**src/rtl/lbs_pkg.sv**
```systemverilog
// ============================================================================
// lbs_pkg: shared types and helpers for the linear blend skinning engine
// Request format, action codes, sequencer states and fixed-point helpers.
// ============================================================================
package lbs_pkg;

    localparam int BONES_DEF      = 32;
    localparam int VERTICES_DEF   = 4096;
    localparam int WORDS_PER_BONE = 12;
    localparam int SLOT_TRANS     = 9;     // first translation word
    localparam int BONE_IDX_W     = 8;     // holds any wrapped bone index
    localparam int VTX_IDX_W      = 16;    // holds any wrapped vertex index
    localparam int QUEUE_DEPTH    = 2;
    localparam int SUM_W          = 51;    // exact row sum width
    localparam int PROD_W         = 65;    // 32 x 33 signed product
    localparam int RND_W          = PROD_W - 16;

    typedef enum logic [1:0] {
        ACT_LOAD  = 2'd0,
        ACT_CLEAR = 2'd1,
        ACT_POS   = 2'd2,
        ACT_NORM  = 2'd3
    } act_t;

    typedef enum logic [2:0] {
        ST_IDLE,
        ST_ACCRD,
        ST_ADDR,
        ST_DATA,
        ST_SUM,
        ST_WMUL,
        ST_WACC,
        ST_WRITE
    } back_st_t;

    typedef struct packed {
        act_t                   action;
        logic [BONE_IDX_W-1:0]  bone_idx;
        logic [3:0]             slot;
        logic [31:0]            value;
        logic [VTX_IDX_W-1:0]   vtx_idx;
        logic [16:0]            weight;
        logic [31:0]            data_x;
        logic [31:0]            data_y;
        logic [31:0]            data_z;
        logic [31:0]            offset_x;
        logic [31:0]            offset_y;
        logic [31:0]            offset_z;
    } item_t;

    // sign-extend a 32-bit word to the sum width
    function automatic logic signed [SUM_W-1:0] sx32(input logic [31:0] v);
        return $signed({{(SUM_W-32){v[31]}}, v});
    endfunction

    // saturate to signed 32 bits
    function automatic logic [31:0] sat32(input logic signed [SUM_W-1:0] v);
        if (v[SUM_W-1:31] == '0 || v[SUM_W-1:31] == '1)
            return v[31:0];
        else if (v[SUM_W-1])
            return 32'h8000_0000;
        else
            return 32'h7fff_ffff;
    endfunction

    // add half an LSB, then floor shift by 16: nearest, ties upward
    function automatic logic signed [RND_W-1:0] round16(input logic signed [PROD_W-1:0] p);
        logic signed [PROD_W-1:0] y;
        y = p + PROD_W'(32768);
        return y[PROD_W-1:16];
    endfunction

endpackage

```
**src/rtl/lbs_fifo.sv**
```systemverilog
// ============================================================================
// lbs_fifo: request queue
// Small register queue between intake and the skinning sequencer.
// ============================================================================
module lbs_fifo (
    input  logic           clk,
    input  logic           rst_n,
    input  logic           push,
    input  lbs_pkg::item_t push_item,
    output logic           full,
    input  logic           pop,
    output lbs_pkg::item_t head,
    output logic           empty
);
    import lbs_pkg::*;

    localparam int PW = $clog2(QUEUE_DEPTH);

    item_t         mem_reg [QUEUE_DEPTH];
    logic [PW-1:0] wr_ptr_reg, rd_ptr_reg;
    logic [PW:0]   count_reg;

    assign full  = (count_reg == (PW+1)'(QUEUE_DEPTH));
    assign empty = (count_reg == '0);
    assign head  = mem_reg[rd_ptr_reg];

    // pointers and fill count
    always_ff @(posedge clk or negedge rst_n)
    begin
        if (!rst_n)
        begin
            wr_ptr_reg <= '0;
            rd_ptr_reg <= '0;
            count_reg  <= '0;
        end
        else
        begin
            if (push)
            begin
                wr_ptr_reg <= wr_ptr_reg + 1'b1;
            end
            if (pop)
            begin
                rd_ptr_reg <= rd_ptr_reg + 1'b1;
            end
            if (push && !pop)
            begin
                count_reg <= count_reg + 1'b1;
            end
            else if (pop && !push)
            begin
                count_reg <= count_reg - 1'b1;
            end
        end
    end

    always_ff @(posedge clk)
    begin
        if (push)
        begin
            mem_reg[wr_ptr_reg] <= push_item;
        end
    end

endmodule

```
**config.mk**
```make
export PLATFORM = sky130hd
export DESIGN_NAME = lbs_fifo
export DESIGN_NICKNAME = d
export VERILOG_FILES = /design/src/rtl/lbs_pkg.sv /design/src/rtl/lbs_fifo.sv
export SDC_FILE = /design/constraint.sdc
export NUM_CORES = 1
export LEC_CHECK = 0
export BUFFER_PORTS_ARGS = -buffer_cell sky130_fd_sc_hd__buf_2
export CORE_AREA = 2 2 214 216
export CTS_BUF_LIST = sky130_fd_sc_hd__clkbuf_4 sky130_fd_sc_hd__clkbuf_8
export CTS_CLUSTER_SIZE = 14
export DETAILED_ROUTE_END_ITERATION = 7
export DIE_AREA = 0 0 216 218
export HOLD_SLACK_MARGIN = 0.08
export PLACE_DENSITY = 0.72
export SETUP_SLACK_MARGIN = 0.3
export SYNTH_ARGS = -nofsm -noshare
export SYNTH_HDL_FRONTEND = slang
export SYNTH_SLANG_ARGS = --single-unit
```
**constraint.sdc**
```tcl
create_clock -name clk -period 12.7 [get_ports clk]
set_input_delay 1.27 -clock clk [delete_from_list [all_inputs] [get_ports clk]]
set_output_delay 1.27 -clock clk [all_outputs]
set_load 0.005 [all_outputs]
```
==> results of run 1 <==
-- stage by stage --
step	hold slack (ns)	worst slack, ns	cells	total power, mW	area [um^2]
finish	0.439	8.19	2144	5.35	25000
global route	0.380	8.03	2142	5.60	25000
CTS	0.361	8.13	2135	5.42	25000
detailed placement	0.486	8.86	1984	4.04	23400
global placement	0.478	8.89	1984	4.01	23400
floorplan	0.456	3.94	859	3.52	20100
-- worst max path at each step --
stage          slack, ns  depth (start not counted)       start             to
2_1_floorplan       3.94                          1        push  mem_reg[0][0]
3_3_place_gp        8.89                          3  rd_ptr_reg       head[62]
3_5_place_dp        8.86                          3  rd_ptr_reg       head[62]
4_1_cts             8.13                          3  rd_ptr_reg       head[62]
5_1_grt             8.03                          3  rd_ptr_reg       head[62]
6_report            8.19                          3  rd_ptr_reg       head[62]
-- layer usage --
metal  track usage (%)  part of all wire [%]  up-vias
li1                  -                     -     4694
met4              8.52                   2.7        6
met1              19.9                    37     5100
met3              6.74                   9.0       79
met5                 0                 0.084        -
met2              28.9                    51      457
-- placed cells by master, fill, tap and decap left out --
master	synthesis	final
and2_4	0	1
buf_12	0	2
buf_2	10	547
buf_4	11	6
bufinv_16	0	1
clkbuf_4	0	24
clkbuf_8	0	88
clkinv_1	0	22
clkinv_2	0	12
clkinvlp_4	0	3
dfrtp_1	4	3
dfrtp_4	0	1
diode_2	0	9
edfxtp_1	542	542
ha_1	1	1
inv_1	1	1
inv_6	0	1
mux2_2	191	191
mux2_4	80	80
nor2_1	2	2
nor2b_1	2	1
nor2b_4	0	1
xnor2_1	1	1
xor2_1	4	4
-- final cells by class --
cell class                      count  share of cell area, %
Inverter                            1                 0.0150
Sequential cell                   546                   65.5
Clock buffer                      112                   5.56
Tap cell                          600                   3.00
Multi-Input combinational cell    282                   13.8
Clock inverter                     39                  0.815
Timing Repair Buffer              555                   11.3
Antenna cell                        9                 0.0900
-- cells by family after synthesis --
kind of cell	share of synthesized area, %
adder cells (fa/ha/maj)	0.0624
buffers and inverters	1.19
AND/OR/NAND/NOR	0.131
XOR/XNOR	0.218
multiplexers	16.7
flip-flops	81.7
-- where the power goes --
part	switching (mW)	leakage (nW)	internal, mW
combinational	0.712	3.66	0.754
sequential	0.121	5.13	2.40
clock	0.636	0.844	0.733
total	1.47	9.64	3.88
==> flow_metrics.tcl, run 1 <==
set metrics [dict create \
    outcome "complete, no violations" \
    vdd_ir_drop_max_uv 185 \
    multiInputGateArea_um2 3440 \
    rsz0062_at_grt "no" \
    synthFlopType "edfxtp_1" \
    worstMarginPinSlew_ns 1.09 \
    antenna_left 0 \
    routed_wl_mm 42.9 \
    synth.net_count 1135 \
    cts_buffers 86 \
    synth_warnings 0 \
    grt_usage_pct 17.5 \
    utilization_pct 55.7 \
    vias 10300 \
    period_needed_ns 4.51 \
    synth_largest_area_cell "edfxtp_1" \
    grt_pass1_vias 10500 \
    critPathTopFamily "flip-flops" \
    critPathSlowestCell "dfrtp_4" \
    synth.avg_cell_area_um2 23.3 \
    synth_top_area_share_pct 81.2 \
    n_fill_cell 3544 \
    dieArea_um2 47100 \
    cts_hold_buf 0 \
    start_util_pct 44.7 \
    reg2regPathDepth 3 \
    crit_type "register to output port" \
    drtIter0Drc 710 \
    crit_path_end_kind "output port" \
    setup_viol 0 \
    io_buffer_count 547 \
    finClkSkew_ns 0.0175 \
    gp_congestion 0.817 \
    final-hold-violation-count 0 \
    cts.sinks 546 \
    grt_max_degree 146 \
    via_per_inst 4.82 \
    area_growth_pct 24.8 \
    drc_errors 0 \
    crit_buf_inv 2 \
    wire_per_inst_um 20.0 \
    clock.fmax_ghz 0.222 \
    synth_edf_count 542 \
    period_share_pct 35.5 \
    cts_setup_buffers 0 \
    synth_commonest_cells "edfxtp_1 (542), mux2_2 (191), mux2_4 (80)" \
    cts_htree_levels 3 \
    fin_tns_setup_ns 0 \
    cp.arrival_ns 3.24 \
    synth_cell_types 14 \
    p_leak_nw 9.64 \
    cts_tree "done" \
    drive_gt1_share_pct 62.4 \
    core_area_um2 44900 \
    clk_pin_slew_ns 0.06 \
    ios 548 \
    drt_pass1_iterations 4 \
    postSynthCellCount 859 \
    worstReg2RegEnd "mem_reg[0][178]" \
    crit_chain "buf_4, mux2_2, buf_2" \
    core.rowCount 78 \
    relSlewSlack_pct 27.6 \
    die_h_um 218 \
    yosys.cell_count.top_type "edfxtp_1" \
    cp-start-kind "register" \
    syn_area_um2 20000 \
    cts-resized-gates 0 \
    synth_area_leaders "edfxtp_1 (81%), mux2_2 (11%), mux2_4 (6.0%), buf_6 (0.51%), dfrtp_1 (0.50%)" \
    hp-class "input port to async pin" \
    antenna_found_initial 11 \
    overflow 0 \
    largest_reg_flops 542 \
    slowest_delay_ns 1.06 \
    finalMaxSlewViolations 0 \
    grt_pass1_wl_mm 61.3 \
    ff2ff_setup_slack_ns 10.04 \
    clk_latency_ns 0.64 \
    yosysSeqAreaShare_pct 81.7 \
    cts-root-buf "clkbuf_8" \
    nNetsFinal 1748 \
    worstPathMaxFanout 69 \
    p_per_area_nw_per_um2 214 \
    critPathRequiredTime_ns 11.43 \
    seq_area_um2 16400 \
    r2r_start "wr_ptr_reg" \
    dpl.hpwl_mm 29.2 \
    die_x_um 216 \
    async_reset_ff_share_pct 0.733 \
    cap_violations 0 \
    ys_ff_latch 546 \
    clockBufferDepth 3 \
]
(Power assumes the default switching activity.)
==> inputs of run 2 (changes only) <==
PLACE_DENSITY = 0.69   (was 0.72)
clock period = 4.7 ns   (was 12.7 ns; I/O delays follow)
==> run 2 against run 1 <==
  * Non-clock buffer count grew 281
  * Clock power grew to 2.9 times the previous value
  * Sequential power rose to 2.7 times the previous value
  * Count of clock-buffer cells in the layout up 18
  * Combinational power grew to 2.9 times the previous value
  * Sequential cell count unchanged
  * First-iteration DRC count down 11%
  * Largest power group unchanged
  * Highest routed layer is now met4
==> flow_metrics.tcl, run 2 (synthesis gave the netlist of run 1 again) <==
set metrics [dict create \
    critPathRequiredTime_ns 4.23 \
    whs_ns 0.160 \
    grt_max_degree 100 \
    period_needed_ns 3.23 \
    die_x_um 216 \
    final_common_cell "buf_2" \
    core.rowCount 78 \
    placed_cells 1991 \
    clock.fmax_ghz 0.309 \
    drtIter0Drc 630 \
    cts-root-buf "clkbuf_8" \
    r2r_start "wr_ptr_reg" \
    reg2regPathDepth 2 \
    drt_pass1_iterations 4 \
    fin_area_um2 28000 \
    drc_errors 0 \
    cts-resized-gates 0 \
    worstReg2RegEnd "mem_reg[1][264]" \
    rsz0062_at_grt "no" \
    swShare_pct 27.6 \
    via_per_inst 4.78 \
    grt_pass1_wl_mm 70.0 \
    p_leak_nw 10.9 \
    stdcell_count 2420 \
    vdd_ir_drop_max_uv 345 \
    crit_buf_inv 2 \
    io_buffer_count 547 \
    cp.arrival_ns 2.76 \
    finClkSkew_ns 0.0287 \
    final_cell_mix "buf_2 (547), edfxtp_1 (542), dlygate4sd3_1 (274), mux2_2 (191), clkbuf_8 (93)" \
    nNetsFinal 2031 \
    dpl.hpwl_mm 29.8 \
    drive_gt1_share_pct 53.7 \
    core_area_um2 44900 \
    fin_total_pwr_mw 15.0 \
    relSlewSlack_pct 31.3 \
    cts_tree "done" \
    dieArea_um2 47100 \
    clockPowerShare_pct 26.2 \
    start_util_pct 44.7 \
    routed_wl_mm 48.0 \
    crit_path_start "rd_ptr_reg" \
    slowest_delay_ns 0.98 \
    worstMarginPinSlew_ns 1.03 \
    clk_latency_ns 0.65 \
    clockBufferDepth 3 \
    cts_setup_buffers 0 \
    crit_chain "buf_12, mux2_2, buf_2" \
    final-hold-violation-count 0 \
    p_int_mw 10.9 \
    ios 548 \
    critPathTopFamily "flip-flops" \
    cts.sinks 546 \
    grt_pass1_vias 12300 \
    gp_congestion 0.813 \
    ff2ff_setup_slack_ns 2.53 \
    area_growth_pct 39.5 \
    worstPathMaxFanout 65 \
    hp-class "input port to async pin" \
    cts_buffers 88 \
    antenna_found_initial 2 \
    clk_pin_slew_ns 0.06 \
    power_switching_mw 4.14 \
    cap_violations 0 \
    setup_viol 0 \
    overflow 0 \
    antenna_left 0 \
    die_h_um 218 \
    outcome "complete, no violations" \
    seq_power_share_pct 45.2 \
    finalMaxSlewViolations 0 \
    vias 11600 \
    crit_type "register to output port" \
    wire_per_inst_um 19.8 \
    cp-start-kind "register" \
    crit_path_end_kind "output port" \
    cts_htree_levels 3 \
    placed_cell_area_um2 23500 \
    critPathSlowestCell "dfrtp_4" \
    fin_tns_setup_ns 0 \
    grt_usage_pct 19.8 \
    p_per_area_nw_per_um2 536 \
    period_share_pct 68.8 \
    largest_reg_flops 542 \
    comb_power_share_pct 28.5 \
]
[run 2: worst max path at each step]
stage	end	cells after the start
floorplan	mem_reg[0][0]	1
finish	head[136]	3
detailed placement	head[136]	3
global placement	head[133]	3
global route	head[136]	3
CTS	head[136]	3
[run 2: what timing repair did]
| item | 4_1_cts | 5_1_grt |
|---|---|---|
| setup endpoints to repair | 0 | 0 |
| hold buffers | 274 | 0 |
| endpoints found under the hold margin | 548 | 0 |
[run 2: power by group through the flow]
| stage | clock (mW) | combinational (mW) | sequential [mW] |
|---|---|---|---|
| floorplan | 0 | 2.54 | 6.82 |
| global placement | 0 | 4.08 | 6.83 |
| detailed placement | 0 | 4.09 | 6.88 |
| CTS | 4.01 | 4.30 | 6.78 |
| global route | 4.25 | 4.56 | 6.87 |
| finish | 3.93 | 4.28 | 6.79 |
[run 2: worst reg2reg max path: cells and delay by family (launching register included)]
| kind | cells | cell delay (ns) |
|---|---|---|
| flops | 1 | 0.42 |
| buf+inv | 1 | 0.53 |
| simple gates | 1 | 0.85 |
[run 2: cell type report]
class / count / area [um^2]
Timing Repair Buffer: 836 / 5690
Tap cell: 600 / 751
Inverter: 1 / 3.75
Antenna cell: 2 / 5.00
Clock buffer: 130 / 1560
Clock inverter: 23 / 136
Multi-Input combinational cell: 282 / 3440
Fill cell: 3086 / 16900
Sequential cell: 546 / 16400
[run 2: layer usage]
metal  track usage [%]  part of all wire, %  vias up
met3              6.43                  8.0       69
met4              8.01                  2.4        0
met2              34.4                   52      504
li1                  -                    -     5245
met1              22.6                   38     5746
met5                 0                    0        -
[run 2: through the flow]
| step | setup WS, ns | util [%] |
|---|---|---|
| after floorplan | -0.258 | - |
| after global placement | 2.17 | 52.4 |
| after detailed placement | 2.16 | 52.4 |
| after CTS | 1.41 | 62.3 |
| after global routing | 1.35 | 62.3 |
| final | 1.47 | 62.3 |
==> inputs of run 3 (changes only) <==
clock period = 3.4 ns   (was 4.7 ns; I/O delays follow)
==> run 3 against run 2 <==
  * Critical path depth did not move
  * Routed wire length up 1.4%
  * Clock skew is 0.0076 ns lower
  * Worst hold slack improved by 0.24 ns
  * Sequential power increased by 37%
  * Largest power group unchanged
  * Highest routed layer unchanged
==> flow_metrics.tcl, run 3 (synthesis gave the netlist of run 1 again) <==
set metrics [dict create \
    clockBufferDepth 3 \
    antenna_left 0 \
    worstPathMaxFanout 81 \
    cts_htree_levels 3 \
    drc_errors 0 \
    cp.arrival_ns 2.55 \
    cts_tree "done" \
    cts.sinks 546 \
    hp-class "input port to register" \
    critPathRequiredTime_ns 3.06 \
    final-hold-violation-count 0 \
    clock.fmax_ghz 0.346 \
    cts-root-buf "clkbuf_8" \
    antenna_found_initial 4 \
    n_fill_cell 3048 \
    period_share_pct 85.1 \
    area_growth_pct 39.9 \
    crit_type "register to output port" \
    worstMarginPinSlew_ns 0.690 \
    drive_gt1_share_pct 53.8 \
    die_x_um 216 \
    utilization_pct 62.5 \
    placed_cell_area_um2 23600 \
    cts_hold_buf 275 \
    dieArea_um2 47100 \
    start_util_pct 44.7 \
    grt_pass1_vias 12600 \
    p_per_area_nw_per_um2 739 \
    nNetsFinal 2043 \
    die_h_um 218 \
    drtIter0Drc 736 \
    core.rowCount 78 \
    routed_wl_mm 48.7 \
    final_cell_mix "buf_2 (547), edfxtp_1 (542), dlygate4sd3_1 (275), mux2_2 (191), clkbuf_8 (87)" \
    io_buffer_count 547 \
    fin_tns_setup_ns 0 \
    outcome "complete, no violations" \
    clk_latency_ns 0.66 \
    ios 548 \
    vias 11600 \
    crit_path_end_kind "output port" \
    clk_pin_slew_ns 0.06 \
    cts_buffers 87 \
    largest_reg_flops 542 \
    wire_per_inst_um 19.9 \
    grt_pass1_wl_mm 72.5 \
    setup_viol 0 \
    cts-resized-gates 0 \
    p_leak_nw 10.9 \
    vdd_ir_drop_max_uv 550 \
    grt_max_degree 112 \
    drt_pass1_iterations 5 \
    finalMaxSlewViolations 0 \
    cp-start-kind "register" \
    final_common_cell "buf_2" \
    via_per_inst 4.77 \
    overflow 0 \
    cts_setup_buffers 0 \
    period_needed_ns 2.89 \
    relSlewSlack_pct 54.0 \
    cap_violations 0 \
    gp_congestion 0.779 \
    finClkSkew_ns 0.0211 \
    core_area_um2 44900 \
    grt_usage_pct 20.5 \
    fin_area_um2 28000 \
    dpl.hpwl_mm 30.1 \
    rsz0062_at_grt "no" \
    whs_ns 0.399 \
]
-- run 3: cell type report --
class	count	area [um^2]	share of cell area, %
Sequential cell	546	16400	58.4
Timing Repair Buffer	849	5820	20.7
Multi-Input combinational cell	282	3440	12.3
Clock buffer	121	1450	5.18
Tap cell	600	751	2.68
Clock inverter	36	188	0.669
Antenna cell	4	10.0	0.0357
Inverter	1	3.75	0.0134
-- run 3: stage by stage --
step / worst slack [ns] / power [mW] / instances
after CTS: 0.431 / 20.9 / 2435
after global routing: 0.386 / 21.7 / 2439
after detailed placement: 1.17 / 15.3 / 2003
final: 0.508 / 20.7 / 2439
after global placement: 1.18 / 15.2 / 2003
after floorplan: -1.47 / 12.9 / 859
-- run 3: final timing paths --
kind	slack, ns	to	from	cells past startpoint
setup / recovery	0.51	head[143]	rd_ptr_reg	3
hold / removal	0.40	mem_reg[0][15]	push_item[15]	2
setup reg to reg	1.65	mem_reg[1][257]	wr_ptr_reg	2
hold reg to reg	0.50	count_reg[1]	count_reg[1]	1
max in group asynchronous	2.59	rd_ptr_reg	rst_n	3
min in group asynchronous	0.62	rd_ptr_reg	rst_n	3
-- run 3: routing by layer --
layer	share of wire, %	GRT usage [%]	up-vias
met4	3.7	10.3	0
li1	-	-	5278
met2	51	35.0	511
met3	8.0	6.67	110
met5	0	0	-
met1	37	23.2	5727
-- run 3: power breakdown --
part / leakage, nW / internal (mW) / switching (mW)
clock: 0.864 / 2.78 / 2.49
combinational: 4.93 / 3.18 / 2.98
sequential: 5.13 / 8.92 / 0.395
-- run 3: worst max-delay path: stages (launching register included) --
cell and delay (ns):
dfrtp_4 0.78, buf_12 0.45, mux2_2 0.44, buf_2 0.14
