**src/rtl/lbs_pkg.sv**
```systemverilog
// ============================================================================
// lbs_pkg: shared types and helpers for the linear blend skinning engine
// Request format, action codes, sequencer states and fixed-point helpers.
// ============================================================================
package lbs_pkg;

    localparam int BONES_DEF      = 32;
    localparam int VERTICES_DEF   = 4096;
    localparam int WORDS_PER_BONE = 12;
    localparam int SLOT_TRANS     = 9;     // first translation word
    localparam int BONE_IDX_W     = 8;     // holds any wrapped bone index
    localparam int VTX_IDX_W      = 16;    // holds any wrapped vertex index
    localparam int QUEUE_DEPTH    = 2;
    localparam int SUM_W          = 51;    // exact row sum width
    localparam int PROD_W         = 65;    // 32 x 33 signed product
    localparam int RND_W          = PROD_W - 16;

    typedef enum logic [1:0] {
        ACT_LOAD  = 2'd0,
        ACT_CLEAR = 2'd1,
        ACT_POS   = 2'd2,
        ACT_NORM  = 2'd3
    } act_t;

    typedef enum logic [2:0] {
        ST_IDLE,
        ST_ACCRD,
        ST_ADDR,
        ST_DATA,
        ST_SUM,
        ST_WMUL,
        ST_WACC,
        ST_WRITE
    } back_st_t;

    typedef struct packed {
        act_t                   action;
        logic [BONE_IDX_W-1:0]  bone_idx;
        logic [3:0]             slot;
        logic [31:0]            value;
        logic [VTX_IDX_W-1:0]   vtx_idx;
        logic [16:0]            weight;
        logic [31:0]            data_x;
        logic [31:0]            data_y;
        logic [31:0]            data_z;
        logic [31:0]            offset_x;
        logic [31:0]            offset_y;
        logic [31:0]            offset_z;
    } item_t;

    // sign-extend a 32-bit word to the sum width
    function automatic logic signed [SUM_W-1:0] sx32(input logic [31:0] v);
        return $signed({{(SUM_W-32){v[31]}}, v});
    endfunction

    // saturate to signed 32 bits
    function automatic logic [31:0] sat32(input logic signed [SUM_W-1:0] v);
        if (v[SUM_W-1:31] == '0 || v[SUM_W-1:31] == '1)
            return v[31:0];
        else if (v[SUM_W-1])
            return 32'h8000_0000;
        else
            return 32'h7fff_ffff;
    endfunction

    // add half an LSB, then floor shift by 16: nearest, ties upward
    function automatic logic signed [RND_W-1:0] round16(input logic signed [PROD_W-1:0] p);
        logic signed [PROD_W-1:0] y;
        y = p + PROD_W'(32768);
        return y[PROD_W-1:16];
    endfunction

endpackage

```
**src/rtl/lbs_front.sv**
```systemverilog
// ============================================================================
// lbs_front: request intake
// Registers each request, wraps bone and vertex indexes, feeds the queue.
// ============================================================================
module lbs_front #(
    parameter int BONES    = lbs_pkg::BONES_DEF,
    parameter int VERTICES = lbs_pkg::VERTICES_DEF
) (
    input  logic           clk,
    input  logic           rst_n,
    input  logic           in_valid,
    output logic           in_stall,
    input  logic [1:0]     action,
    input  logic [4:0]     bone,
    input  logic [3:0]     matrix_slot,
    input  logic [31:0]    matrix_value,
    input  logic [11:0]    vertex,
    input  logic [16:0]    weight,
    input  logic [31:0]    data_x,
    input  logic [31:0]    data_y,
    input  logic [31:0]    data_z,
    input  logic [31:0]    offset_x,
    input  logic [31:0]    offset_y,
    input  logic [31:0]    offset_z,
    output logic           push,
    output lbs_pkg::item_t push_item,
    input  logic           full
);
    import lbs_pkg::*;

    localparam int RECIP_SHIFT = 24;
    localparam int VTX_RECIP   = (1 << RECIP_SHIFT) / VERTICES;

    logic [BONE_IDX_W-1:0] bone_map [32];
    logic                  stg_valid_reg, stg_valid_next;
    item_t                 stg_reg;
    logic [11:0]           quot_reg;
    logic [35:0]           quot_prod;
    logic [28:0]           quot_v;
    logic [16:0]           rem_raw, rem_w;
    logic                  take;

    // bone wrap table, built at elaboration
    for (genvar g = 0; g < 32; g++)
    begin : g_bone
        assign bone_map[g] = BONE_IDX_W'(g % BONES);
    end

    // handshake
    assign in_stall       = stg_valid_reg && full;
    assign take           = in_valid && !in_stall;
    assign push           = stg_valid_reg && !full;
    assign stg_valid_next = take || (stg_valid_reg && !push);

    // vertex wrap: quotient estimate by reciprocal, then one correction
    assign quot_prod = 36'(vertex) * 36'(VTX_RECIP);
    assign quot_v    = 29'(quot_reg) * 29'(VERTICES);
    assign rem_raw   = 17'(29'(stg_reg.vtx_idx) - quot_v);
    assign rem_w     = (rem_raw >= 17'(VERTICES)) ? rem_raw - 17'(VERTICES) : rem_raw;

    always_comb
    begin
        push_item         = stg_reg;
        push_item.vtx_idx = VTX_IDX_W'(rem_w);
    end

    always_ff @(posedge clk or negedge rst_n)
    begin
        if (!rst_n)
        begin
            stg_valid_reg <= 1'b0;
        end
        else
        begin
            stg_valid_reg <= stg_valid_next;
        end
    end

    // stage payload
    always_ff @(posedge clk)
    begin
        if (take)
        begin
            stg_reg.action   <= act_t'(action);
            stg_reg.bone_idx <= bone_map[bone];
            stg_reg.slot     <= matrix_slot;
            stg_reg.value    <= matrix_value;
            stg_reg.vtx_idx  <= VTX_IDX_W'(vertex);
            stg_reg.weight   <= weight;
            stg_reg.data_x   <= data_x;
            stg_reg.data_y   <= data_y;
            stg_reg.data_z   <= data_z;
            stg_reg.offset_x <= offset_x;
            stg_reg.offset_y <= offset_y;
            stg_reg.offset_z <= offset_z;
            quot_reg         <= quot_prod[35:24];
        end
    end

endmodule

```
**config.mk**
```make
export PLATFORM = sky130hd
export DESIGN_NAME = lbs_front
export DESIGN_NICKNAME = d
export VERILOG_FILES = /design/src/rtl/lbs_pkg.sv /design/src/rtl/lbs_front.sv
export SDC_FILE = /design/constraint.sdc
export NUM_CORES = 1
export LEC_CHECK = 0
export ABC_AREA = 1
export BUFFER_PORTS_ARGS = -buffer_cell sky130_fd_sc_hd__clkbuf_2
export CAP_MARGIN = 25
export CORE_AREA = 2 2 208 210
export DETAILED_ROUTE_END_ITERATION = 16
export DIE_AREA = 0 0 210 212
export SLEW_MARGIN = 10
export SYNTH_ARGS = -nofsm -noshare
export SYNTH_HDL_FRONTEND = slang
export SYNTH_SLANG_ARGS = --single-unit
```
**constraint.sdc**
```tcl
create_clock -name clk -period 39.3 [get_ports clk]
set_input_delay 3.93 -clock clk [delete_from_list [all_inputs] [get_ports clk]]
set_output_delay 3.93 -clock clk [all_outputs]
set_load 0.05 [all_outputs]
```
==> summary.txt, run 1 <==
Pwr
  • LEAKAGE: approximately 5.2 nW
  • Switching share of power: 27.1%
  • Internal: ~500 uW
  • Comb power frac: 13.2%
  • Switching power total: about 190 uW
  • PwrDens: 55.6 nW/um2
  • Clock share of power: 38.0%
  • Sequential share of power: 48.9%
  • VDD IR-drop max: 0.0000316 V

Placed design
  • Placed Area: 11400 um2
  • Port bufs: 533
  • DP HPWL: ~19 mm
  • Dpl cells: 1362
  • Post-place setup slack: about 31000 ps
  • Placer Congestion: a little under 0.8

Cells and area
  • Final Instance Area: ~12000 um2
  • Max FFs per register: 252
  • Register area: 7950 um2
  • Fin nets: between 1000 and 1500
  • Core Util, Final: 29.0%
  • Cell Count, Final, Fillers Out: 1419
  • Layout fillers: ~4300
  • Multi-input logic area: 53.8 um2
  • Fraction of layout cells with a size suffix above 1: 66.1%
  • Area grow syn2layout: 53.3%

Timing
  • Slew Viols, Final: 0
  • Min Tclk post-route: 8400 ps
  • Unrepaired setup endpoints after global routing: false
  • Final hold vios: 0
  • Setup TNS: 0 ps
  • Final period util: 21.4%
  • Rel. slew slack: between 30% and 40%
  • Setup violations, final: 0
  • Tightest Pin Transition: 1020 ps
  • Max Clk Rate: 119 MHz
  • Final setup margin: 30900 ps
  • Clock skew: 21.9 ps

Critical path
  • CP endpoint kind: output port
  • WP data arrival: ~4500 ps
  • Critical Path RT: 35370 ps
  • WS Path Type: primary input to output port
  • Worst Path Max Fanout: 3
  • Reg2Reg Depth: 3
  • Setup crit start kind: primary input

Min path
  • Hold path depth: 2
  • HP Class: register to register

Synthesis
  • Most area-consuming cells after synthesis: edfxtp_1 (99%), buf_4 (0.65%), dfrtp_1 (0.31%), inv_1 (0.14%), nand2_1 (0.093%)
  • Synthesized area: ~8000 um2
  • Yosys cell types: 8
  • Synth Instances: 280
  • Sequential area share after synthesis: 99.0%
  • Area share of the largest cell type after synthesis: just under 100%
  • Post-synthesis async set-or-reset flop share: 0.377%
  • Number of flops mapped to enable cells by yosys: 264
  • Yosys reg bits: 265
  • Post-synth top area cell: edfxtp_1
  • Main synth FF type: edfxtp_1
  • Top cells by count, synth: edfxtp_1 (264), buf_4 (7), inv_1 (3)
  • Yosys Warn Count: 0
  • Count leader, synth: edfxtp_1
  • Syn_area_per_cell: 28.7 um2

Routing
  • First-pass iteration count of the detailed router: 6
  • WL final: 23.9 mm
  • DRC Markers: 0
  • DR WL/cell: 16.9 um
  • Vias per cell: between 3 and 4
  • Routed Antenna Nets: 0
  • Vias: 5048
  • First DRT Iteration DRCs: 317

CTS
  • Root Driver: clkbuf_16
  • CTS tree: done
  • CTS Sinks: 265
  • Total CTS buffers: 30
  • Max Root-Sink Buffers: 3
  • Worst skew pair latency: 560 ps
  • H-tree depth: 1
  • Worst-path clk slew: 60 ps
  • Hold buffers post-CTS: 0
  • Setup Fix Bufs, Post-CTS: 0
  • CTS resizes: 0

GRT
  • First-pass GRT wire length: 32.1 mm
  • Largest net degree at the start of global routing: a little over 80
  • Total grt overflow: 0
  • Total track usage: 9.90%
  • Vias in the first global route: 5047
  • Antenna violations before repair: 1

Floorplan
  • I/O pin total: 541
  • Die X: 210 um
  • Row cnt: 76
  • Initial Util: between 10% and 20%
  • Core Area: between 40000 and 50000 um2
  • Die area: 44500 um2
  • Die Ht: 212 um

Flow run
  • Max-cap violations: 0

Run status
  • Outcome: complete, no violations
worst paths after layout:
kind / startpoint / end / slack [ps]
setup / recovery: full / in_stall / 30900
hold / removal: stg_valid_reg / stg_valid_reg / 630
setup reg to reg: stg_valid_reg / push_item[112] / 36690
hold reg to reg: stg_valid_reg / stg_valid_reg / 630
max in group asynchronous: rst_n / stg_valid_reg / 36070
min in group asynchronous: rst_n / stg_valid_reg / 3140
worst max-delay path, cell delays in order:
cell      delay [ps]
clkbuf_2         130
nand2_1           80
inv_1             60
clkbuf_2         270
area by class of cell:
type | count | area share [%]
timing repair buffer | 537 | 21.9
sequential | 265 | 64.6
multi-input combinational | 11 | 0.437
antenna | 1 | 0.0203
inverter | 3 | 0.0914
tap | 546 | 5.55
clock buffer | 41 | 6.60
clock inverter | 15 | 0.833
power by group through the flow:
| stage | registers [mW] | clock network, mW | logic (mW) |
|---|---|---|---|
| floorplan | 0.400 | 0 | 0.00761 |
| CTS | 0.335 | 0.271 | 0.0915 |
| finish | 0.335 | 0.260 | 0.0902 |
| global placement | 0.341 | 0 | 0.0905 |
| global route | 0.336 | 0.280 | 0.0943 |
| detailed placement | 0.341 | 0 | 0.0914 |
metal layers:
metal / share of wire (%) / wire [um] / global-route usage, %
met3: 14 / 3350 / 5.73
met5: 0 / 0 / 0
met4: 2.8 / 664 / 3.23
met2: 49 / 11700 / 16.8
met1: 34 / 8170 / 10.3
placed cells by master (no fill, tap or decap), drive strengths merged:
cell      netlist  layout
clkbuf          0     574
edfxtp        264     264
clkinv          0      11
conb            1       7
buf             7       4
inv             3       4
nand2           2       2
clkinvlp        0       2
diode           0       1
a21oi           1       1
nor2            1       1
bufinv          0       1
dfrtp           1       1
stage by stage:
stage	hold slack, ps	total power, mW
4_1_cts	628	0.697
2_1_floorplan	481	0.408
5_1_grt	646	0.711
3_3_place_gp	594	0.431
6_report	627	0.685
3_5_place_dp	613	0.432
cell families after synthesis:
family                 share of synthesized area, %
other                                        0.0467
flip-flops                                     99.0
AND/OR/NAND/NOR                               0.140
buffers and inverters                         0.794
AO/OA/AOI/OAI                                0.0622
Power figures use the tool's default switching activity.
==> inputs of run 2 (changes only) <==
--- a/config.mk
+++ b/config.mk
@@ -8,9 +8,9 @@
 export ABC_AREA = 1
 export BUFFER_PORTS_ARGS = -buffer_cell sky130_fd_sc_hd__clkbuf_2
 export CAP_MARGIN = 25
-export CORE_AREA = 2 2 208 210
+export CORE_AREA = 2 2 209 211
 export DETAILED_ROUTE_END_ITERATION = 16
-export DIE_AREA = 0 0 210 212
+export DIE_AREA = 0 0 211 213
 export SLEW_MARGIN = 10
 export SYNTH_ARGS = -nofsm -noshare
 export SYNTH_HDL_FRONTEND = slang
==> constraint.sdc (replaced) <==
create_clock -name clk -period 8.3 [get_ports clk]
set_input_delay 0.83 -clock clk [delete_from_list [all_inputs] [get_ports clk]]
set_output_delay 0.83 -clock clk [all_outputs]
set_load 0.05 [all_outputs]
==> run 2 against run 1 <==
Compared with the run above: sequential share of layout area fell by 0.098 points; die area grew 0.95%; final area grew 0.15%; critical path depth unchanged; routed wire length shrank 3.1%; sequential cell count is the same; core utilization fell by 0.085 points; setup slack got worse by 25000 ps; critical path type is now register to register; largest power group unchanged.
==> summary.txt, run 2 (synthesis results as in run 1) <==
Timing
  • Slew Viols, Final: 0 (unchanged)
  • Setup violations, final: 0 (unchanged)
  • Tightest Pin Transition: 711 ps (-307 ps)
  • Max Clk Rate: 436 MHz
  • Rel. slew slack: 52.6% (+20 points)
  • Final period util: between 20% and 30%
  • Setup TNS: 0 ps (unchanged)
  • Unrepaired setup endpoints after global routing: false
  • Clock skew: 19.8 ps (-2.07 ps)
  • Min Tclk post-route: roughly 2300 ps
  • Final hold vios: 0 (unchanged)

CTS
  • CTS Sinks: 265 (unchanged)
  • Worst-path clk slew: 60 ps (about the same)
  • H-tree depth: 1 (unchanged)
  • Root Driver: clkbuf_16
  • Worst skew pair latency: 560 ps (about the same)
  • Total CTS buffers: 29 (-3.3%)
  • Max Root-Sink Buffers: 3 (unchanged)
  • CTS tree: done

Floorplan
  • Die Ht: 213 um (+0.47%)
  • Core Area: 42700 um2 (+0.45%)
  • Row cnt: 76 (unchanged)
  • Initial Util: 18.8% (-0.084 points)
  • Die X: 211 um (+0.48%)
  • Die area: 44900 um2 (+0.95%)
  • I/O pin total: 541 (unchanged)

GRT
  • Largest net degree at the start of global routing: 84 (+2.4%)
  • Total track usage: 9.46% (-0.44 points)
  • First-pass GRT wire length: 31.3 mm (-2.2%)
  • Antenna violations before repair: 3 (+2)
  • Total grt overflow: 0 (unchanged)
  • Vias in the first global route: 5119 (+1.4%)

Routing
  • Vias: 5007 (-0.81%)
  • DR WL/cell: 16.4 um (-2.9%)
  • Vias per cell: 3.54 (-0.53%)
  • WL final: 23.2 mm (-3.1%)
  • Routed Antenna Nets: 0 (unchanged)
  • First DRT Iteration DRCs: 241 (-24%)
  • First-pass iteration count of the detailed router: 4 (-2)
  • DRC Markers: 0 (unchanged)

Pwr
  • Internal: 2.35 mW (+370%)
  • PwrDens: 260 nW/um2 (+370%)
  • Comb power frac: 13.3% (about the same)
  • Sequential share of power: 49.3% (+0.4 points)
  • VDD IR-drop max: 0.000151 V (+380%)
  • Clock share of power: 37.4% (-0.6 points)
  • LEAKAGE: 5.27 nW (+0.35%)
  • Switching share of power: 26.8% (-0.25 points)
  • Switching power total: 861 uW (+360%)

Critical path
  • Setup crit start kind: register
  • CP endpoint kind: register
  • Worst Path Max Fanout: 70 (+67)
  • Reg2Reg Depth: 4 (+1)
  • Critical Path RT: 8500 ps (-26870 ps)
  • WS Path Type: register to register
  • WP data arrival: 2500 ps (-1970 ps)

Cells and area
  • Max FFs per register: 252 (unchanged)
  • Antenna diodes: 0 (-1)
  • Most frequent cells in the layout: clkbuf_2 (533), edfxtp_1 (264), clkbuf_16 (29)
  • Area grow syn2layout: 53.5%
  • Fin nets: 1118 (+0.18%)
  • Fraction of layout cells with a size suffix above 1: 66.5% (+0.46 points)
  • Final Instance Area: 12300 um2 (+0.15%)
  • Commonest non-fill, non-tap cell in the layout: clkbuf_2

Min path
  • HP Class: primary input to register
  • Hold path depth: 1 (-1)

Flow run
  • Max-cap violations: 0 (unchanged)

Placed design
  • DP HPWL: 18.0 mm (-4.2%)
  • Port bufs: 533 (unchanged)
  • Placed Area: 11400 um2 (unchanged)
  • Placer Congestion: 0.780 (-0.92%)

Run status
  • Outcome: complete, no violations
## run 2: changes by cell type in the layout (fill, tap and decap cells not counted)
cell and delta:
clkbuf_1 -5, clkinv_2 +3, buf_16 +2, clkbuf_16 -2, bufinv_16 +1, clkinv_1 -1
clkinv_4 -1, clkinvlp_4 -1, diode_2 -1, dlygate4sd3_1 +1
## run 2: power groups by stage
| stage | combinational, mW | clock [mW] | sequential [mW] |
|---|---|---|---|
| 6_report | 0.429 | 1.20 | 1.58 |
| 5_1_grt | 0.448 | 1.30 | 1.59 |
| 4_1_cts | 0.430 | 1.25 | 1.59 |
| 3_5_place_dp | 0.429 | 0 | 1.61 |
| 3_3_place_gp | 0.426 | 0 | 1.61 |
| 2_1_floorplan | 0.0365 | 0 | 1.87 |
## run 2: what timing repair did
item,CTS,global route
gates resized for setup,0,0
endpoints found under the hold margin,1,0
hold buffers,1,0
setup buffers,0,0
## run 2: worst paths after layout
kind                               startpoint            end  slack [ps]
worst max-delay path            stg_valid_reg  push_item[40]        6000
worst min-delay path             offset_z[28]  push_item[28]         440
worst max register to register  stg_valid_reg  push_item[40]        6000
worst min register to register  stg_valid_reg  stg_valid_reg         600
max in group asynchronous               rst_n  stg_valid_reg        7640
min in group asynchronous               rst_n  stg_valid_reg         570
## run 2: final cells by class
cell class | instances | area [um2]
clock buffer | 34 | 744
clock inverter | 16 | 128
fill | 4281 | 30400
inverter | 3 | 11.3
multi-input combinational | 11 | 53.8
sequential | 265 | 7950
tap | 546 | 683
timing repair buffer | 540 | 2760
## run 2: layer usage
| layer | wire length (um) | vias to the layer above | part of all wire [%] | track usage, % |
|---|---|---|---|---|
| met3 | 2540 | 31 | 11 | 4.24 |
| met1 | 8590 | 2387 | 37 | 10.5 |
| met4 | 550 | 2 | 2.4 | 2.67 |
| li1 | - | 2256 | - | - |
| met2 | 11500 | 331 | 50 | 16.3 |
| met5 | 12 | - | 0.052 | 0 |
## run 2: metrics by stage
stage / hold WS, ps / setup WS, ps / power (mW) / instances / utilization [%]
final: 442 / 6000 / 3.21 / 1415 / 28.9
after detailed placement: 584 / 5250 / 2.04 / 1362 / 26.7
after CTS: 404 / 5740 / 3.26 / 1413 / 28.8
after global routing: 407 / 5870 / 3.34 / 1415 / 28.9
after global placement: 581 / 5280 / 2.04 / 1362 / 26.7
after floorplan: 534 / 2550 / 1.90 / 286 / -
## run 2: worst max-delay path, cell delays in order (launching register included)
cell and delay [ps]:
dfrtp_1 420, a21oi_4 160, buf_4 560, buf_4 340, buf_16 310
==> inputs of run 3 (changes only) <==
==> constraint.sdc (replaced) <==
create_clock -name clk -period 2.24 [get_ports clk]
set_input_delay 0.224 -clock clk [delete_from_list [all_inputs] [get_ports clk]]
set_output_delay 0.224 -clock clk [all_outputs]
set_load 0.05 [all_outputs]
==> run 3 against run 2 <==
Compared with the run above: total power increased to 3.8 times the previous value; sequential cell count unchanged; die area is the same; final area up 22%; clock skew shrank 8.7 ps; core utilization is 6.4 points higher; combinational power rose to 4.7 times the previous value; clock-buffer cell count fell by 4; register-to-register slack lost 5400 ps; setup slack worse by 5400 ps; via count rose by 22%; sequential share of layout area shrank 12 points; largest cell class unchanged.
==> summary.txt, run 3 (synthesis results as in run 1) <==
Run status
  • Outcome: complete, no violations

Critical path
  • WS Path Type: register to output port
  • Critical Path RT: 2020 ps (-6480 ps)
  • Reg2reg end: push_item[59]
  • Critical path, cell by cell: inv_1 -> nor2_1 -> clkbuf_2
  • WP data arrival: 1380 ps (-1120 ps)
  • Worst Setup EP: push
  • Worst r2r src: stg_valid_reg
  • Setup crit start kind: register
  • CP max stage delay: 420 ps (-140 ps)
  • Worst Path Max Fanout: 3 (-96%)
  • Reg2Reg Depth: 3 (-1)
  • CP endpoint kind: output port
  • Slowest stage cell on the critical path: dfrtp_1
  • Reg2reg setup slack: 640 ps (-5370 ps)
  • Critical Path Start: stg_valid_reg

Min path
  • HP Class: primary input to register

Placed design
  • Post-place setup slack: 641 ps (-4610 ps)
  • Dpl cells: 1367 (+0.37%)
  • Placer Congestion: 0.809 (+3.8%)
  • Placed Area: 11500 um2 (+0.88%)
  • Port bufs: 533 (unchanged)
  • DP HPWL: 19.2 mm (+6.4%)

Cells and area
  • Fraction of layout cells with a size suffix above 1: 51.3% (-15 points)
  • Max FFs per register: 252 (unchanged)
  • Core Util, Final: 35.3% (+6.4 points)
  • Area grow syn2layout: 87.3%
  • Most frequent cells in the layout: clkbuf_2 (533), dlygate4sd3_1 (268), edfxtp_1 (264)
  • Fin nets: 1386 (+24%)
  • Cell Count, Final, Fillers Out: 1690 (+19%)
  • Commonest non-fill, non-tap cell in the layout: clkbuf_2
  • Final Instance Area: 15100 um2 (+22%)

CTS
  • CTS Sinks: 265 (unchanged)
  • Root Driver: clkbuf_16
  • CTS tree: done
  • Worst-path clk slew: 60 ps (about the same)
  • Total CTS buffers: 27 (-6.9%)
  • H-tree depth: 1 (unchanged)
  • Max Root-Sink Buffers: 3 (unchanged)
  • Worst skew pair latency: 560 ps (about the same)
  • Setup Fix Bufs, Post-CTS: 0 (unchanged)

GRT
  • Vias in the first global route: 6481 (+27%)
  • Total track usage: 11.3% (+1.9 points)
  • First-pass GRT wire length: 38.3 mm (+22%)
  • Total grt overflow: 0 (unchanged)
  • Largest net degree at the start of global routing: 61 (-27%)
  • Antenna violations before repair: 5 (+2)

Floorplan
  • Die Ht: 213 um (unchanged)
  • Initial Util: 18.8% (unchanged)
  • Row cnt: 76 (unchanged)
  • Core Area: 42700 um2 (unchanged)
  • Die X: 211 um (unchanged)
  • Die area: 44900 um2 (unchanged)
  • I/O pin total: 541 (unchanged)

Routing
  • Routed Antenna Nets: 0 (unchanged)
  • Vias per cell: 3.63 (+2.5%)
  • Vias: 6130 (+22%)
  • First-pass iteration count of the detailed router: 4 (unchanged)
  • DR WL/cell: 16.3 um (-0.65%)
  • WL final: 27.5 mm (+19%)
  • DRC Markers: 0 (unchanged)
  • First DRT Iteration DRCs: 300 (+24%)

Timing
  • Final period util: 71.6%
  • Final hold vios: 0 (unchanged)
  • Slew Viols, Final: 0 (unchanged)
  • Setup violations, final: 0 (unchanged)
  • WHS: 243 ps (-200 ps)
  • Clock skew: 11.1 ps (-8.68 ps)
  • Min Tclk post-route: 1600 ps
  • Setup TNS: 0 ps (unchanged)
  • Unrepaired setup endpoints after global routing: false
  • Final setup margin: 635 ps (-5370 ps)
  • Max Clk Rate: 623 MHz

Pwr
  • PwrDens: 818 nW/um2 (+210%)
  • Power consumption: 12.3 mW (+280%)
  • VDD IR-drop max: 0.000601 V (+300%)
  • LEAKAGE: 6.41 nW (+22%)

Flow run
  • Max-cap violations: 0 (unchanged)
run 3: cell count changes in the layout (fill, tap and decap cells not counted), sizes merged, moves of 3 or more:
cell | before | now
dlygate4sd3 | 1 | 268
diode | 0 | 5
clkinv | 12 | 16
clkbuf | 567 | 563
buf | 6 | 9
run 3: power by group:
part,internal (mW),total [mW],leakage (nW),switching [mW]
logic,0.657,2.01,3.45,1.35
clock network,2.55,4.43,0.432,1.89
registers,5.79,5.88,2.52,0.0869
run 3: final cells by class:
type / instances / area (um2)
Antenna cell: 5 / 12.5
Multi-Input combinational cell: 11 / 53.8
Clock inverter: 20 / 175
Timing Repair Buffer: 810 / 5480
Inverter: 3 / 11.3
Fill cell: 4005 / 27600
Tap cell: 546 / 683
Sequential cell: 265 / 7950
Clock buffer: 30 / 687
run 3: worst min path at each step:
| stage | startpoint | endpoint | slack [ps] | cells past startpoint |
|---|---|---|---|---|
| floorplan | rst_n | stg_valid_reg | -70 | 0 |
| global placement | rst_n | stg_valid_reg | 1 | 1 |
| detailed placement | rst_n | stg_valid_reg | 5 | 1 |
| CTS | full | push_item[8] | 210 | 3 |
| global route | full | stg_reg[218] | 240 | 3 |
| finish | full | push_item[8] | 240 | 3 |
run 3: repair_timing:
item | CTS | global route
hold endpoints to repair | 266 | 0
resized for setup | 0 | 0
hold buffers | 268 | 0
run 3: routing by layer:
metal  wire length [um]  global-route usage [%]  up-vias
li1                   -                       -     2801
met1              10100                    12.3     2924
met2              14000                    20.4      366
met3               2750                    4.50       39
met4                722                    3.18        0
met5                  0                       0        -
run 3: worst max-delay path, delay by kind of cell, from the launching register on:
kind | cells | cell delay, ps
buf+inv | 2 | 340
simple gates | 1 | 80
flops | 1 | 420
